`config.mk`:
```
export PLATFORM = sky130hd
export DESIGN_NAME = rtu_frame_receiver
export DESIGN_NICKNAME = d
export VERILOG_FILES = /design/src/hw/rtl/rtu_fr_pkg.sv /design/src/hw/rtl/rtu_frame_receiver.sv
export SDC_FILE = /design/constraint.sdc
export NUM_CORES = 1
export LEC_CHECK = 0
export BUFFER_PORTS_ARGS = -buffer_cell sky130_fd_sc_hd__buf_4
export CAP_MARGIN = 40
export CORE_ASPECT_RATIO = 1.2
export CORE_UTILIZATION = 45
export DETAILED_ROUTE_END_ITERATION = 10
export GPL_TIMING_DRIVEN = 0
export HOLD_SLACK_MARGIN = 0.12
export PLACE_DENSITY = 0.71
export REMOVE_ABC_BUFFERS = 1
export SLEW_MARGIN = 20
export SYNTH_ARGS = -nofsm -noshare
export SYNTH_HDL_FRONTEND = slang
export SYNTH_SLANG_ARGS = --single-unit
```
`constraint.sdc`:
```
create_clock -name clk_i -period 5.2 [get_ports clk_i]
set_input_delay 0.78 -clock clk_i [delete_from_list [all_inputs] [get_ports clk_i]]
set_output_delay 0.78 -clock clk_i [all_outputs]
set_load 0.05 [all_outputs]
```
`src/hw/rtl/rtu_fr_pkg.sv`:
```
// Package for the RTU frame receiver: request and event codes, register
// indexes, reset values and the byte-wide reflected CRC-16 update.
// No dependencies.
package rtu_fr_pkg;

  // Request codes carried by req_type.
  localparam logic [1:0] REQ_TICK = 2'd0;
  localparam logic [1:0] REQ_BYTE = 2'd1;
  localparam logic [1:0] REQ_TX   = 2'd2;

  // Event codes carried by event_res.
  localparam logic [2:0] EV_MASTER_RESP = 3'd0;
  localparam logic [2:0] EV_FOR_US      = 3'd1;
  localparam logic [2:0] EV_OTHER_SLAVE = 3'd2;
  localparam logic [2:0] EV_BAD_LEN     = 3'd3;
  localparam logic [2:0] EV_BAD_ADDR    = 3'd4;
  localparam logic [2:0] EV_BAD_CRC     = 3'd5;

  // Configuration register indexes.
  localparam int unsigned CFG_IDX_W = 3;
  localparam logic [CFG_IDX_W-1:0] CFG_OWN_ADDRESS = 3'd0;
  localparam logic [CFG_IDX_W-1:0] CFG_GAP_TIMEOUT = 3'd1;
  localparam logic [CFG_IDX_W-1:0] CFG_IDLE_TIMEOUT = 3'd2;
  localparam logic [CFG_IDX_W-1:0] CFG_MAX_FRAME = 3'd3;
  localparam int unsigned CFG_DATA_W = 16;

  // Field widths fixed by the interface.
  localparam int unsigned LEN_W = 9;
  localparam int unsigned TMR_W = 16;

  // Reset values and protocol limits.
  localparam logic [7:0]       OWN_ADDRESS_RST = 8'd0;
  localparam logic [TMR_W-1:0] GAP_TIMEOUT_RST = 16'd750;
  localparam logic [TMR_W-1:0] IDLE_TIMEOUT_RST = 16'd1750;
  localparam logic [LEN_W-1:0] MAX_FRAME_RST = 9'd256;
  localparam logic [TMR_W-1:0] TMR_MAX = 16'hFFFF;
  localparam logic [LEN_W-1:0] MIN_FRAME_LEN = 9'd5;
  localparam logic [7:0]       MAX_SLAVE_ADDR = 8'd247;
  localparam int unsigned      DEFAULT_FRAME_CAPACITY = 256;

  localparam logic [15:0] CRC_PRESET = 16'hFFFF;
  localparam logic [15:0] CRC_POLY   = 16'hA001;

  // One byte through the reflected CRC-16, LSB first.
  function automatic logic [15:0] crc_update(input logic [15:0] crc_in,
                                             input logic [7:0] data);
    logic [15:0] crc;
    crc = crc_in ^ {8'h00, data};
    for (int b = 0; b < 8; b++) begin
      if (crc[0]) begin
        crc = (crc >> 1) ^ CRC_POLY;
      end else begin
        crc = crc >> 1;
      end
    end
    return crc;
  endfunction

endpackage

```
`src/hw/rtl/rtu_frame_receiver.sv`:
```
// RTU frame receiver: byte counting, CRC-16 check, gap and idle timers,
// and a registered result stage. Depends on rtu_fr_pkg.
//
// Usage. The input channel (in_valid_i / in_ready_o) carries one beat per
// event: a one-microsecond tick, a received byte, or a transmit notice. The
// output channel (out_valid_o / out_ready_i) returns exactly one result beat
// for every input beat, in order. frame_done_o marks the beat whose event
// ended a frame; event_res_o, frame_len_o and frame_address_o then describe
// that frame and are zero otherwise. rx_busy_o and bus_busy_o show the gap
// and idle timers after that event.
// The result of an accepted beat is registered and shown from the following
// cycle on. Throughput is one beat per cycle while the output is not stalled;
// it is set by the combinational state update, whose longest path is the
// byte-wide CRC step followed by the frame classification.
// When the receiver stalls, the result waits in the output register and a
// new beat is still taken in the same cycle that the waiting one drains;
// with the output register full and not drained, in_ready_o is low.
// Reset clears the frame state and both timers, loads the register defaults
// (own address 0, gap 750 us, idle 1750 us, capacity 256) and empties the
// output register. The configuration port is always ready.
module rtu_frame_receiver #(
  parameter int unsigned FRAME_CAPACITY = rtu_fr_pkg::DEFAULT_FRAME_CAPACITY
) (
  input  logic                            clk_i,
  input  logic                            rst_ni,
  // Input channel.
  input  logic                            in_valid_i,
  output logic                            in_ready_o,
  input  logic [1:0]                      req_type_i,
  input  logic [7:0]                      rx_byte_i,
  // Output channel.
  output logic                            out_valid_o,
  input  logic                            out_ready_i,
  output logic                            frame_done_o,
  output logic [2:0]                      event_res_o,
  output logic [rtu_fr_pkg::LEN_W-1:0]    frame_len_o,
  output logic [7:0]                      frame_address_o,
  output logic                            rx_busy_o,
  output logic                            bus_busy_o,
  // Configuration write channel.
  input  logic                            cfg_valid_i,
  output logic                            cfg_ready_o,
  input  logic [rtu_fr_pkg::CFG_IDX_W-1:0] cfg_index_i,
  input  logic [rtu_fr_pkg::CFG_DATA_W-1:0] cfg_data_i
);

  localparam int unsigned LenW = rtu_fr_pkg::LEN_W;
  localparam int unsigned TmrW = rtu_fr_pkg::TMR_W;
  // The counter must hold the capacity itself.
  localparam int unsigned CntW = $clog2(FRAME_CAPACITY + 1);
  localparam logic [LenW-1:0] CapMax = LenW'(FRAME_CAPACITY);

  // Configuration registers.
  logic [7:0]      own_address_q;
  logic [TmrW-1:0] gap_timeout_q;
  logic [TmrW-1:0] idle_timeout_q;
  logic [LenW-1:0] max_frame_q;

  // Frame and timer state.
  logic [CntW-1:0] byte_count_q, byte_count_d;
  logic            overflow_q, overflow_d;
  logic [15:0]     crc_q, crc_d;
  logic [7:0]      address_q, address_d;
  logic            gap_active_q, gap_active_d;
  logic [TmrW-1:0] gap_elapsed_q, gap_elapsed_d;
  logic            idle_active_q, idle_active_d;
  logic [TmrW-1:0] idle_elapsed_q, idle_elapsed_d;

  // Result register.
  logic            out_valid_q;
  logic            done_q, done_d;
  logic [2:0]      event_q, event_d;
  logic [LenW-1:0] flen_q, flen_d;
  logic [7:0]      faddr_q, faddr_d;
  logic            rx_busy_q;
  logic            bus_busy_q;

  logic            in_accept;
  logic [LenW-1:0] cap;
  logic [LenW-1:0] count_ext;

  // The output register can take a new result when it is empty or draining.
  assign in_ready_o  = !out_valid_q || out_ready_i;
  assign in_accept   = in_valid_i && in_ready_o;
  assign cfg_ready_o = 1'b1;

  // Configuration writes; indexes beyond the list are dropped.
  always_ff @(posedge clk_i or negedge rst_ni) begin
    if (!rst_ni) begin
      own_address_q  <= rtu_fr_pkg::OWN_ADDRESS_RST;
      gap_timeout_q  <= rtu_fr_pkg::GAP_TIMEOUT_RST;
      idle_timeout_q <= rtu_fr_pkg::IDLE_TIMEOUT_RST;
      max_frame_q    <= rtu_fr_pkg::MAX_FRAME_RST;
    end else if (cfg_valid_i) begin
      unique case (cfg_index_i)
        rtu_fr_pkg::CFG_OWN_ADDRESS:  own_address_q  <= cfg_data_i[7:0];
        rtu_fr_pkg::CFG_GAP_TIMEOUT:  gap_timeout_q  <= cfg_data_i[TmrW-1:0];
        rtu_fr_pkg::CFG_IDLE_TIMEOUT: idle_timeout_q <= cfg_data_i[TmrW-1:0];
        rtu_fr_pkg::CFG_MAX_FRAME:    max_frame_q    <= cfg_data_i[LenW-1:0];
        default: ;
      endcase
    end
  end

  // The programmed capacity is clamped to what the counter was built for.
  assign cap       = (max_frame_q > CapMax) ? CapMax : max_frame_q;
  assign count_ext = LenW'(byte_count_q);

  // Next state and result for one beat.
  always_comb begin
    byte_count_d   = byte_count_q;
    overflow_d     = overflow_q;
    crc_d          = crc_q;
    address_d      = address_q;
    gap_active_d   = gap_active_q;
    gap_elapsed_d  = gap_elapsed_q;
    idle_active_d  = idle_active_q;
    idle_elapsed_d = idle_elapsed_q;
    done_d         = 1'b0;
    event_d        = rtu_fr_pkg::EV_MASTER_RESP;
    flen_d         = '0;
    faddr_d        = '0;

    unique case (req_type_i)
      rtu_fr_pkg::REQ_TICK: begin
        // Elapsed counts saturate, so the largest timeout never expires.
        if (gap_active_q && gap_elapsed_q != rtu_fr_pkg::TMR_MAX) begin
          gap_elapsed_d = gap_elapsed_q + 1'b1;
        end
        if (idle_active_q && idle_elapsed_q != rtu_fr_pkg::TMR_MAX) begin
          idle_elapsed_d = idle_elapsed_q + 1'b1;
        end
      end
      rtu_fr_pkg::REQ_BYTE: begin
        gap_active_d   = 1'b1;
        gap_elapsed_d  = '0;
        idle_active_d  = 1'b1;
        idle_elapsed_d = '0;
        if (count_ext < cap) begin
          if (byte_count_q == '0) begin
            address_d = rx_byte_i;
          end
          crc_d        = rtu_fr_pkg::crc_update(crc_q, rx_byte_i);
          byte_count_d = byte_count_q + 1'b1;
        end else begin
          overflow_d = 1'b1;
        end
      end
      rtu_fr_pkg::REQ_TX: begin
        idle_active_d  = 1'b1;
        idle_elapsed_d = '0;
      end
      default: ;
    endcase

    // The idle timer is tested first, then the gap timer ends the frame.
    if (idle_active_d && idle_elapsed_d > idle_timeout_q) begin
      idle_active_d  = 1'b0;
      idle_elapsed_d = '0;
    end

    if (gap_active_d && gap_elapsed_d > gap_timeout_q) begin
      gap_active_d  = 1'b0;
      gap_elapsed_d = '0;
      done_d        = 1'b1;
      flen_d        = LenW'(byte_count_d);
      faddr_d       = address_d;
      priority if (overflow_d || LenW'(byte_count_d) < rtu_fr_pkg::MIN_FRAME_LEN) begin
        event_d = rtu_fr_pkg::EV_BAD_LEN;
      end else if (address_d == 8'd0 || address_d > rtu_fr_pkg::MAX_SLAVE_ADDR) begin
        event_d = rtu_fr_pkg::EV_BAD_ADDR;
      end else if (crc_d != 16'd0) begin
        // A frame with a matching trailing CRC leaves a zero residue.
        event_d = rtu_fr_pkg::EV_BAD_CRC;
      end else if (own_address_q == 8'd0) begin
        event_d = rtu_fr_pkg::EV_MASTER_RESP;
      end else if (own_address_q == address_d) begin
        event_d = rtu_fr_pkg::EV_FOR_US;
      end else begin
        event_d = rtu_fr_pkg::EV_OTHER_SLAVE;
      end
      // Clear the frame for the next one.
      byte_count_d = '0;
      overflow_d   = 1'b0;
      crc_d        = rtu_fr_pkg::CRC_PRESET;
      address_d    = '0;
    end
  end

  always_ff @(posedge clk_i or negedge rst_ni) begin
    if (!rst_ni) begin
      byte_count_q   <= '0;
      overflow_q     <= 1'b0;
      crc_q          <= rtu_fr_pkg::CRC_PRESET;
      address_q      <= '0;
      gap_active_q   <= 1'b0;
      gap_elapsed_q  <= '0;
      idle_active_q  <= 1'b0;
      idle_elapsed_q <= '0;
    end else if (in_accept) begin
      byte_count_q   <= byte_count_d;
      overflow_q     <= overflow_d;
      crc_q          <= crc_d;
      address_q      <= address_d;
      gap_active_q   <= gap_active_d;
      gap_elapsed_q  <= gap_elapsed_d;
      idle_active_q  <= idle_active_d;
      idle_elapsed_q <= idle_elapsed_d;
    end
  end

  // Output register: control bit under reset, payload loaded on accept.
  always_ff @(posedge clk_i or negedge rst_ni) begin
    if (!rst_ni) begin
      out_valid_q <= 1'b0;
    end else if (in_accept) begin
      out_valid_q <= 1'b1;
    end else if (out_ready_i) begin
      out_valid_q <= 1'b0;
    end
  end

  always_ff @(posedge clk_i) begin
    if (in_accept) begin
      done_q     <= done_d;
      event_q    <= event_d;
      flen_q     <= flen_d;
      faddr_q    <= faddr_d;
      rx_busy_q  <= gap_active_d;
      bus_busy_q <= idle_active_d;
    end
  end

  assign out_valid_o     = out_valid_q;
  assign frame_done_o    = done_q;
  assign event_res_o     = event_q;
  assign frame_len_o     = flen_q;
  assign frame_address_o = faddr_q;
  assign rx_busy_o       = rx_busy_q;
  assign bus_busy_o      = bus_busy_q;

`ifndef SYNTH
  // The byte counter never runs past the built capacity.
  a_count_bounded: assert property (@(posedge clk_i) disable iff (!rst_ni)
    LenW'(byte_count_q) <= CapMax)
    else $error("byte counter exceeds capacity");

  // A received byte always leaves both timers running from zero.
  a_byte_starts_timers: assert property (@(posedge clk_i) disable iff (!rst_ni)
    in_accept && req_type_i == rtu_fr_pkg::REQ_BYTE |=>
      gap_active_q && gap_elapsed_q == '0 && idle_active_q)
    else $error("byte did not restart the timers");

  // A frame that ends stops the gap timer.
  a_done_stops_gap: assert property (@(posedge clk_i) disable iff (!rst_ni)
    out_valid_o && frame_done_o |-> !rx_busy_o)
    else $error("gap timer still running after frame end");

  // Any frame not flagged as a length error has at least the minimum length.
  a_good_len: assert property (@(posedge clk_i) disable iff (!rst_ni)
    out_valid_o && frame_done_o && event_res_o != rtu_fr_pkg::EV_BAD_LEN |->
      frame_len_o >= rtu_fr_pkg::MIN_FRAME_LEN)
    else $error("short frame not flagged as length error");
`endif

endmodule
```
==> results of run 1 <==
-- stage by stage --
step / power [mW] / hold WS [ns]
6_report: 3.978 / 0.3137
5_1_grt: 4.204 / 0.3512
4_1_cts: 3.993 / 0.3255
3_5_place_dp: 2.819 / 0.4971
3_3_place_gp: 2.779 / 0.4867
2_1_floorplan: 2.500 / 0.4703
-- routing by layer --
layer / global-route usage, % / share of wire, % / vias up
met5: 0 / 0 / -
met4: 8.373 / 1.6 / 0
met3: 3.873 / 4.3 / 28
met2: 36.89 / 50 / 153
met1: 26.98 / 44 / 3206
li1: - / - / 3144
-- cells by family (layout without fill, tap and decap cells) --
| logic type | Yosys count | after routing |
|---|---|---|
| fa+ha+maj | 47 | 47 |
| compound gates | 188 | 188 |
| flops | 141 | 141 |
| other cells | 1 | 1 |
| buf+inv | 80 | 146 |
| mux | 40 | 40 |
| simple gates | 290 | 290 |
| xor+xnor | 53 | 53 |
-- state kept, by name, indices dropped and copies added, names as in the netlist, 9 cells and up --
name	flops
crc_q	16
byte_count_q	9
frame_len_o	9
gap_elapsed_q	16
idle_elapsed_q	16
gap_timeout_q	16
idle_timeout_q	16
max_frame_q	9
-- area by class of cell --
cell class              count  area [µm²]
clock buffers              19       442.9
repair buffers             69       546.8
clock inverters            13       115.1
inverters                  45       170.2
multi-input cells         619        4397
flip-flops and latches    141        3682
well taps                 224       280.3
fillers                  1633        8473
-- what timing repair did --
action                                  in CTS  in global routing
setup buffers                                0                  5
endpoints found under the setup margin      18                 30
pin swaps                                    0                  1
resized for setup                            1                  3
-- power by group --
group          internal [mW]  switching [mW]  total [mW]
Sequential              1.39           0.212        1.60
Combinational          0.558           0.656        1.21
Clock                  0.671           0.492        1.16
-- synth_stat cells, types with 16 or more instances --
cell type	instances
dfstp_2	31
a21oi_1	20
clkbuf_1	29
dfrtp_1	87
mux2_2	20
a22o_1	29
nand3_1	26
edfxtp_1	23
xnor2_1	28
nand4_1	22
ha_1	47
inv_1	42
o21ai_0	48
mux2i_1	20
nor2_1	51
xor2_1	16
nand2_1	114
-- worst paths after layout --
kind	to	slack (ns)	depth (start not counted)
setup / recovery	crc_q[5]$_DFFE_PN1P_	0.38	16
hold / removal	byte_count_q[8]$_DFFE_PN0P_	0.31	1
setup reg to reg	crc_q[5]$_DFFE_PN1P_	0.38	16
hold reg to reg	max_frame_q[0]$_DFFE_PN0P_	0.51	1
max in group asynchronous	gap_timeout_q[3]$_DFFE_PN1P_	4.15	2
min in group clk_i	max_frame_q[0]$_DFFE_PN0P_	0.51	1
-- worst register-to-register path, stage by stage, from the launching register on --
cell and delay, ns:
dfrtp_1 0.44, and4_1 0.27, nand4_1 0.19, o311a_1 0.43, and3_1 0.26, nor2b_1 0.18, nand2_1 0.09, mux2i_1 0.25
ha_1 0.28, a21o_1 0.18, a21o_1 0.16, a21oi_1 0.17, a2bb2oi_1 0.24, a31oi_2 0.23, a21oi_4 0.70, nand2_1 0.41
o22a_1 0.28
==> results.yml, run 1 <==
finish:
  final_layout_size_suffix_gt1_share_pct: 20.31
  area_growth_pct: 16.26
  final_cell_area_um2: 9634
  insertedDiodeCount: 0
  nets: 974
  final_cell_mix: "nand2_1 (112), dfrtp_1 (87), buf_4 (65), nor2_1 (50), o21ai_0 (48)"
  stdcell_count: 1130
  final_common_cell: "nand2_1"
  utilization_pct: 53.21
drt:
  first_iter_violations: 429
  first_pass_iters: 5
  antenna_left: 0
  drt-wirelength-per-cell_um: 17.02
  vias: 6531
  vias_per_cell: 5.780
  routed_wl_mm: 19.24
  drc: 0
die:
  die_area_um2: 18960
  core_um2: 18110
  pin_count: 60
  die_x_um: 125.9
  start_util_pct: 45.76
  rows: 54
  die_h_um: 150.7
status:
  outcome: "complete, no violations"
timing:
  clock-skew-final_ns: 0.008177
  period_needed_ns: 4.820
  fin_crit_sh_pct: 92.68
  setup_tns_ns: 0
  slew_headroom_pct: 46.25
  worstMarginPinSlew_ns: 0.8055
  rsz0062_at_grt: "no"
  max_freq_mhz: 207.5
  finalMaxSlewViolations: 0
  setup_viol: 0
  hold_viol: 0
  setup_slack_ns: 0.3805
global_routing:
  grt_max_degree: 67
  grt-ovfl-total: 0
  track_usage_pct: 21.49
  first_global_vias: 6271
  antenna_found_initial: 0
  grt_first_pass_wirelength_mm: 31.79
worst_setup_path:
  path_buf_inv: 0
  r2r_start: "gap_elapsed_q[4]$_DFFE_PN0P_"
  path_class: "reg2reg"
  startpoint_type: "flop"
  path_cells: "and4_1, nand4_1, o311a_1, and3_1, nor2b_1, nand2_1, mux2i_1, ha_1, a21o_1, a21o_1, a21oi_1, a2bb2oi_1, a31oi_2, a21oi_4, nand2_1, o22a_1"
  crit_family: "compound AO/OA/AOI/OAI gates"
  slowest_stage: "a21oi_4"
  crit_fanout: 24
  required_ns: 5.56
  max_stage_delay_ns: 0.70
  crit_arrival_ns: 5.18
  cp-end-kind: "flop"
  worstSetupStartpoint: "gap_elapsed_q[4]$_DFFE_PN0P_"
placement:
  routabilityCongestion: 0.8819
  dp_cells: 1093
  hpwl_mm: 13.52
  io_buffers: 58
  dpl_worst_slack_ns: -0.5603
  place_area_um2: 9016
synth:
  synth_top_family_by_area: "simple AND/OR/NAND/NOR gates"
  synthArstFlopShare_pct: 83.69
  synth_top_area_share_pct: 26.27
  ys_seq_area_share_pct: 44.44
  synth_flop_cell: "dfrtp_1"
  synth_largest_area_cell: "dfrtp_1"
  synth-simple-area-share_pct: 17.00
  synth_xor_area_share_pct: 6.417
  synth_seq_cells: 141
  netlist_instances: 840
  syn_area_um2: 8287
  syn-mean-instance-area_um2: 9.865
  synth.distinct_cells: 72
  synth_area_leaders: "dfrtp_1 (26%), dfstp_2 (9.8%), edfxtp_1 (8.3%)"
  synth_compound_gate_area_share_pct: 16.14
  synthAdderAreaFrac_pct: 7.096
  synth.area.mux_share_pct: 5.134
  synth_warnings: 0
  synth-edff-count: 23
clock_tree:
  clock_latency_ns: 0.43
  cts_max_level: 4
  cts-hold-fix-buffers: 0
  cts_tree: "done"
  cts.sink_count: 141
  cts_root_buf: "clkbuf_16"
  cts_buffer_depth: 2
  cts_buffers: 17
  cts.clk_slew.worst_paths_ns: 0.06
power_and_ir_drop:
  leakagePower_nw: 4.095
  ir_drop_mv: 0.2596
  cellPowerDensity_nw_per_um2: 412.9
hold_path:
  min-delay-path-class: "in2async"
job:
  cap_violations: 0
(Power assumes the default switching activity.)
==> run 2, diff against run 1 <==
- RECOVER_POWER: default -> 100
==> run 2 against run 1 <==
Compared with the run above: the flow now finishes with violations (max-capacitance violations, max-slew violations); hold slack better by 0.19 ns; combinational power about the same; critical path depth up 1; sequential power hardly changed; cell count is the same; sequential share of layout area grew 0.78 points; clock power is essentially flat; critical path type unchanged; fmax decreased by 0.78%.
==> results.yml, run 2 (same netlist as run 1, synthesis figures left out) <==
worst_setup_path:
  required_ns: 5.52
  startpoint_type: "flop"
  cp-end-kind: "flop"
  path_class: "reg2reg"
  crit_arrival_ns: 5.18
  crit_fanout: 9
  r2r_cells: 17
timing:
  fin_crit_sh_pct: 93.41
  finalMaxSlewViolations: 167
  period_needed_ns: 4.857
  setup_viol: 0
  clock-skew-final_ns: 0.009188
  hold_viol: 0
  slew_headroom_pct: -96.00
  whs_ns: 0.5071
  rsz0062_at_grt: "no"
  worstMarginPinSlew_ns: 2.940
  max_freq_mhz: 205.9
global_routing:
  grt-ovfl-total: 0
  grt_use_met3_pct: 3.873
  antenna_found_initial: 0
  grt_max_degree: 67
  busiest_layer: "met2"
  grt_first_pass_wirelength_mm: 31.79
  track_usage_pct: 21.49
  grtUsageMet1_pct: 26.98
  grt.met2_usage_pct: 36.89
  first_global_vias: 6271
power_and_ir_drop:
  leakagePower_nw: 3.927
  cellPowerDensity_nw_per_um2: 419.8
  ir_drop_mv: 0.2600
  fin_total_pwr_mw: 3.964
drt:
  vias: 6518
  antenna_left: 0
  first_iter_violations: 416
  drt-wirelength-per-cell_um: 17.07
  first_pass_iters: 5
  vias_per_cell: 5.768
  drc: 0
  routed_wl_mm: 19.29
finish:
  insertedDiodeCount: 0
  nets: 974
  final_layout_size_suffix_gt1_share_pct: 16.23
  multi_input_area_um2: 4355
  final_cell_mix: "nand2_1 (112), dfrtp_1 (87), nor2_1 (50), o21ai_0 (49), ha_1 (47)"
  area_growth_pct: 13.94
  final_common_cell: "nand2_1"
  regArea_um2: 3682
  num-fill-cells: 1666
placement:
  io_buffers: 58
  routabilityCongestion: 0.8819
  hpwl_mm: 13.52
clock_tree:
  cts_tree: "done"
  cts_buffer_depth: 2
  cts.clk_slew.worst_paths_ns: 0.06
  cts_root_buf: "clkbuf_16"
  cts.sink_count: 141
  cts-hold-fix-buffers: 0
  cts_max_level: 4
  cts_buffers: 17
  clock_latency_ns: 0.43
die:
  die_area_um2: 18960
  core_um2: 18110
  die_h_um: 150.7
  die_x_um: 125.9
  rows: 54
  start_util_pct: 45.76
  pin_count: 60
status:
  failed_checks: "max-capacitance violations, max-slew violations"
  outcome: "finished, violations left"
hold_path:
  min_path_cells: 1
  min-delay-path-class: "reg2reg"
job:
  cap_violations: 5
run 2: critical path, stage by stage (launching register included):
cell,delay (ns)
dfrtp_1,0.43
and3_1,0.21
and3_1,0.21
a311oi_2,0.58
nand4_1,0.29
nor3_1,0.36
and2_0,0.26
xnor2_1,0.15
nor2_1,0.09
ha_1,0.35
nand4_1,0.08
or2_2,0.31
a211o_1,0.32
a311oi_4,0.22
clkbuf_1,0.36
buf_4,0.22
o31ai_1,0.07
a22o_1,0.23
run 2: final cells by class:
| class | count | area share [%] |
|---|---|---|
| timing repair buffer | 69 | 4.188 |
| clock buffer | 19 | 4.691 |
| sequential | 141 | 39.00 |
| inverter | 45 | 1.802 |
| clock inverter | 13 | 1.219 |
| tap | 224 | 2.968 |
| multi-input combinational | 619 | 46.13 |
run 2: what timing repair did:
item / CTS / global route
endpoints found under the setup margin: 18 / 30
setup buffers: 0 / 5
pin swaps: 0 / 1
resized for setup: 1 / 3
run 2: report_power, final:
part	total, mW	switching (mW)	internal [mW]	leakage [nW]
combinational	1.20	0.654	0.545	1.98
clock	1.16	0.493	0.671	0.266
sequential	1.60	0.213	1.39	1.68
run 2: worst paths after layout:
kind                       slack, ns                              to                           start
max                             0.34  idle_elapsed_q[13]$_DFFE_PN0P_  idle_elapsed_q[11]$_DFFE_PN0P_
max in group asynchronous       1.11      max_frame_q[0]$_DFFE_PN0P_                          rst_ni
min                             0.51      max_frame_q[5]$_DFFE_PN0P_      max_frame_q[5]$_DFFE_PN0P_
min reg2reg                     0.51      max_frame_q[5]$_DFFE_PN0P_      max_frame_q[5]$_DFFE_PN0P_
max reg2reg                     0.34  idle_elapsed_q[13]$_DFFE_PN0P_  idle_elapsed_q[11]$_DFFE_PN0P_
min in group asynchronous       1.31     byte_count_q[8]$_DFFE_PN0P_                          rst_ni
run 2: through the flow:
step                      area (µm²)  cells  utilization, %  TNS (ns)  setup slack [ns]
final                           9442   1130           52.14         0            0.3427
after CTS                       9582   1125           52.92         0            0.1110
after detailed placement        9016   1093           49.79    -11.99           -0.5603
after global routing            9442   1130           52.14         0           0.07462
after global placement          8862   1087           48.94    -51.09            -1.278
after floorplan                 8147    805               -         0            0.3167
run 2: layer usage:
metal  wire length [µm]  share of wire, %  up-vias
met3                927               4.8       31
li1                   -                 -     3139
met1               8498                44     3189
met5                  0                 0        -
met4                344               1.8        0
met2               9515                49      159
==> run 3, diff against run 2 <==
- ABC_AREA: default -> 1
- TNS_END_PERCENT: default -> 100
==> run 3 against run 2 <==
Compared with the run above: count of clock-buffer cells in the layout is 4 higher; highest routed layer unchanged; register-to-register slack gained 0.22 ns; global-route usage rose by 0.14 points; die area is 5.3% higher; synthesized area increased by 5.3%; clock power rose by 4%; critical path depth is 2 higher; cell count increased by 29%; largest power group is now combinational cells; worst setup slack better by 0.19 ns; the flow still finishes with violations (max-capacitance violations, max-slew violations); wire length is 3.2% higher; clock skew is essentially flat.
==> results.yml, run 3 <==
synth:
  synth_flop_cell: "dfrtp_1"
  synth-simple-area-share_pct: 24.90
  synth_largest_area_cell: "dfrtp_1"
  synth_area_leaders: "dfrtp_1 (25%), nand2_1 (13%), dfstp_2 (9.3%)"
  synth_xor_area_share_pct: 2.680
  synth_common_cells: "nand2_1 (304), inv_1 (178), o21ai_0 (99)"
  synth_top_area_share_pct: 24.94
  synth_warnings: 0
  synth_compound_gate_area_share_pct: 13.69
  netlist_instances: 1133
  synth_seq_cells: 141
  synth.distinct_cells: 55
  ys_seq_area_share_pct: 42.18
  syn_area_um2: 8730
  synth-edff-count: 23
  yosysMostFrequentCell: "nand2_1"
  synthArstFlopShare_pct: 83.69
  synth_top_family_by_area: "simple AND/OR/NAND/NOR gates"
  syn-mean-instance-area_um2: 7.705
  synth.area.mux_share_pct: 0.1147
  synthAdderAreaFrac_pct: 6.736
die:
  pin_count: 60
  die_area_um2: 19960
  die_h_um: 154.6
  core_um2: 18920
  die_x_um: 129.1
  rows: 55
  start_util_pct: 46.13
job:
  cap_violations: 2
clock_tree:
  cts_root_buf: "clkbuf_16"
  cts.clk_slew.worst_paths_ns: 0.06
  cts_max_level: 4
  cts_buffer_depth: 2
  cts_resized: 0
  cts-hold-fix-buffers: 0
  cts_setup_buffers: 0
  cts_buffers: 17
  clock_latency_ns: 0.43
  cts_tree: "done"
  cts.sink_count: 141
placement:
  io_buffers: 58
  routabilityCongestion: 0.8832
  place_area_um2: 9448
  hpwl_mm: 14.52
finish:
  area_growth_pct: 13.27
  final_cell_mix: "nand2_1 (303), inv_1 (177), o21ai_0 (100), dfrtp_1 (87), nor2_1 (69)"
  num-fill-cells: 1834
  regArea_um2: 3682
  final_layout_size_suffix_gt1_share_pct: 10.75
  insertedDiodeCount: 0
  multi_input_area_um2: 4207
  final_cell_area_um2: 9888
  final_common_cell: "nand2_1"
  nets: 1268
power_and_ir_drop:
  leakagePower_nw: 4.753
  cellPowerDensity_nw_per_um2: 450.4
  ir_drop_mv: 0.2725
drt:
  first_iter_violations: 469
  vias_per_cell: 5.096
  drc: 0
  antenna_left: 0
  vias: 7420
  first_pass_iters: 5
  routed_wl_mm: 19.90
  drt-wirelength-per-cell_um: 13.67
timing:
  hold_viol: 0
  max_freq_mhz: 214.5
  finalMaxSlewViolations: 121
  rsz0062_at_grt: "no"
  slew_headroom_pct: -55.36
  clock-skew-final_ns: 0.008691
  setup_viol: 0
  period_needed_ns: 4.662
  whs_ns: 0.4829
  worstMarginPinSlew_ns: 2.330
  setup_tns_ns: 0
  fin_crit_sh_pct: 89.66
worst_setup_path:
  crit_arrival_ns: 5.02
  crit_fanout: 28
  cp-end-kind: "flop"
  required_ns: 5.56
  startpoint_type: "input port"
  path_class: "in2reg"
global_routing:
  grt_max_degree: 78
  track_usage_pct: 21.63
  antenna_found_initial: 0
  grt-ovfl-total: 0
  grt_first_pass_wirelength_mm: 33.98
  first_global_vias: 7301
status:
  failed_checks: "max-capacitance violations, max-slew violations"
  outcome: "finished, violations left"
hold_path:
  min-delay-path-class: "reg2reg"
-- run 3: path summary, 6_finish.rpt --
check                      slack (ns)  cells after the start                      startpoint                        endpoint
setup / recovery                 0.54                     19                   req_type_i[1]   gap_elapsed_q[11]$_DFFE_PN0P_
hold / removal                   0.48                      2  idle_timeout_q[11]$_DFFE_PN0P_  idle_timeout_q[11]$_DFFE_PN0P_
setup reg to reg                 0.56                     25    gap_elapsed_q[0]$_DFFE_PN0P_   gap_elapsed_q[15]$_DFFE_PN0P_
hold reg to reg                  0.48                      2  idle_timeout_q[11]$_DFFE_PN0P_  idle_timeout_q[11]$_DFFE_PN0P_
max in group asynchronous        1.26                      2                          rst_ni   gap_timeout_q[10]$_DFFE_PN0P_
min in group asynchronous        1.05                      1                          rst_ni     byte_count_q[1]$_DFFE_PN0P_
-- run 3: layout make-up --
cell class | instances | area share, %
clock buffer | 23 | 4.834
inverter | 184 | 7.023
tap | 256 | 3.239
multi-input combinational | 778 | 42.54
clock inverter | 9 | 1.114
timing repair buffer | 65 | 4.011
sequential | 141 | 37.24
-- run 3: worst max-delay path, stage by stage --
cell      delay, ns
buf_4          0.12
inv_1          0.06
ha_1           0.42
inv_1          0.29
nor2_1         0.21
inv_1          0.25
nand3_1        0.16
o21ai_0        0.15
ha_1           0.33
a21o_1         0.18
a21oi_1        0.14
nor3_1         0.06
o21ai_0        0.25
nand4_1        0.18
o211ai_1       0.27
nand2_2        0.31
buf_8          0.25
inv_2          0.39
a22o_1         0.21
-- run 3: logic make-up (layout without fill, tap and decap cells) --
family	Yosys count	in the layout
flip-flops	141	141
buffers and inverters	214	281
AND/OR/NAND/NOR	498	498
XOR/XNOR	25	25
adder cells (fa/ha/maj)	47	47
multiplexers	1	1
AO/OA/AOI/OAI	206	206
other	1	1
-- run 3: power breakdown --
group          leakage, nW  internal, mW  switching [mW]
logic                 2.77         0.563            1.10
registers             1.70          1.41           0.166
clock network        0.288         0.745           0.466
-- run 3: per-stage QoR --
step	cells	util [%]	total power, mW	setup slack, ns
finish	1456	52.25	4.453	0.5376
global route	1456	52.25	4.814	0.07391
CTS	1456	53.03	4.496	0.3513
detailed placement	1424	49.92	3.268	-0.06592
global placement	1417	49.33	3.221	-1.573
floorplan	1103	-	2.861	0.6908
-- run 3: routing by layer --
layer | vias up | part of all wire [%] | global-route usage [%]
met5 | - | 0 | 0
met4 | 0 | 2.3 | 8.291
met3 | 31 | 3.1 | 3.874
met2 | 139 | 51 | 38.12
met1 | 3432 | 44 | 25.92
li1 | 3818 | - | -
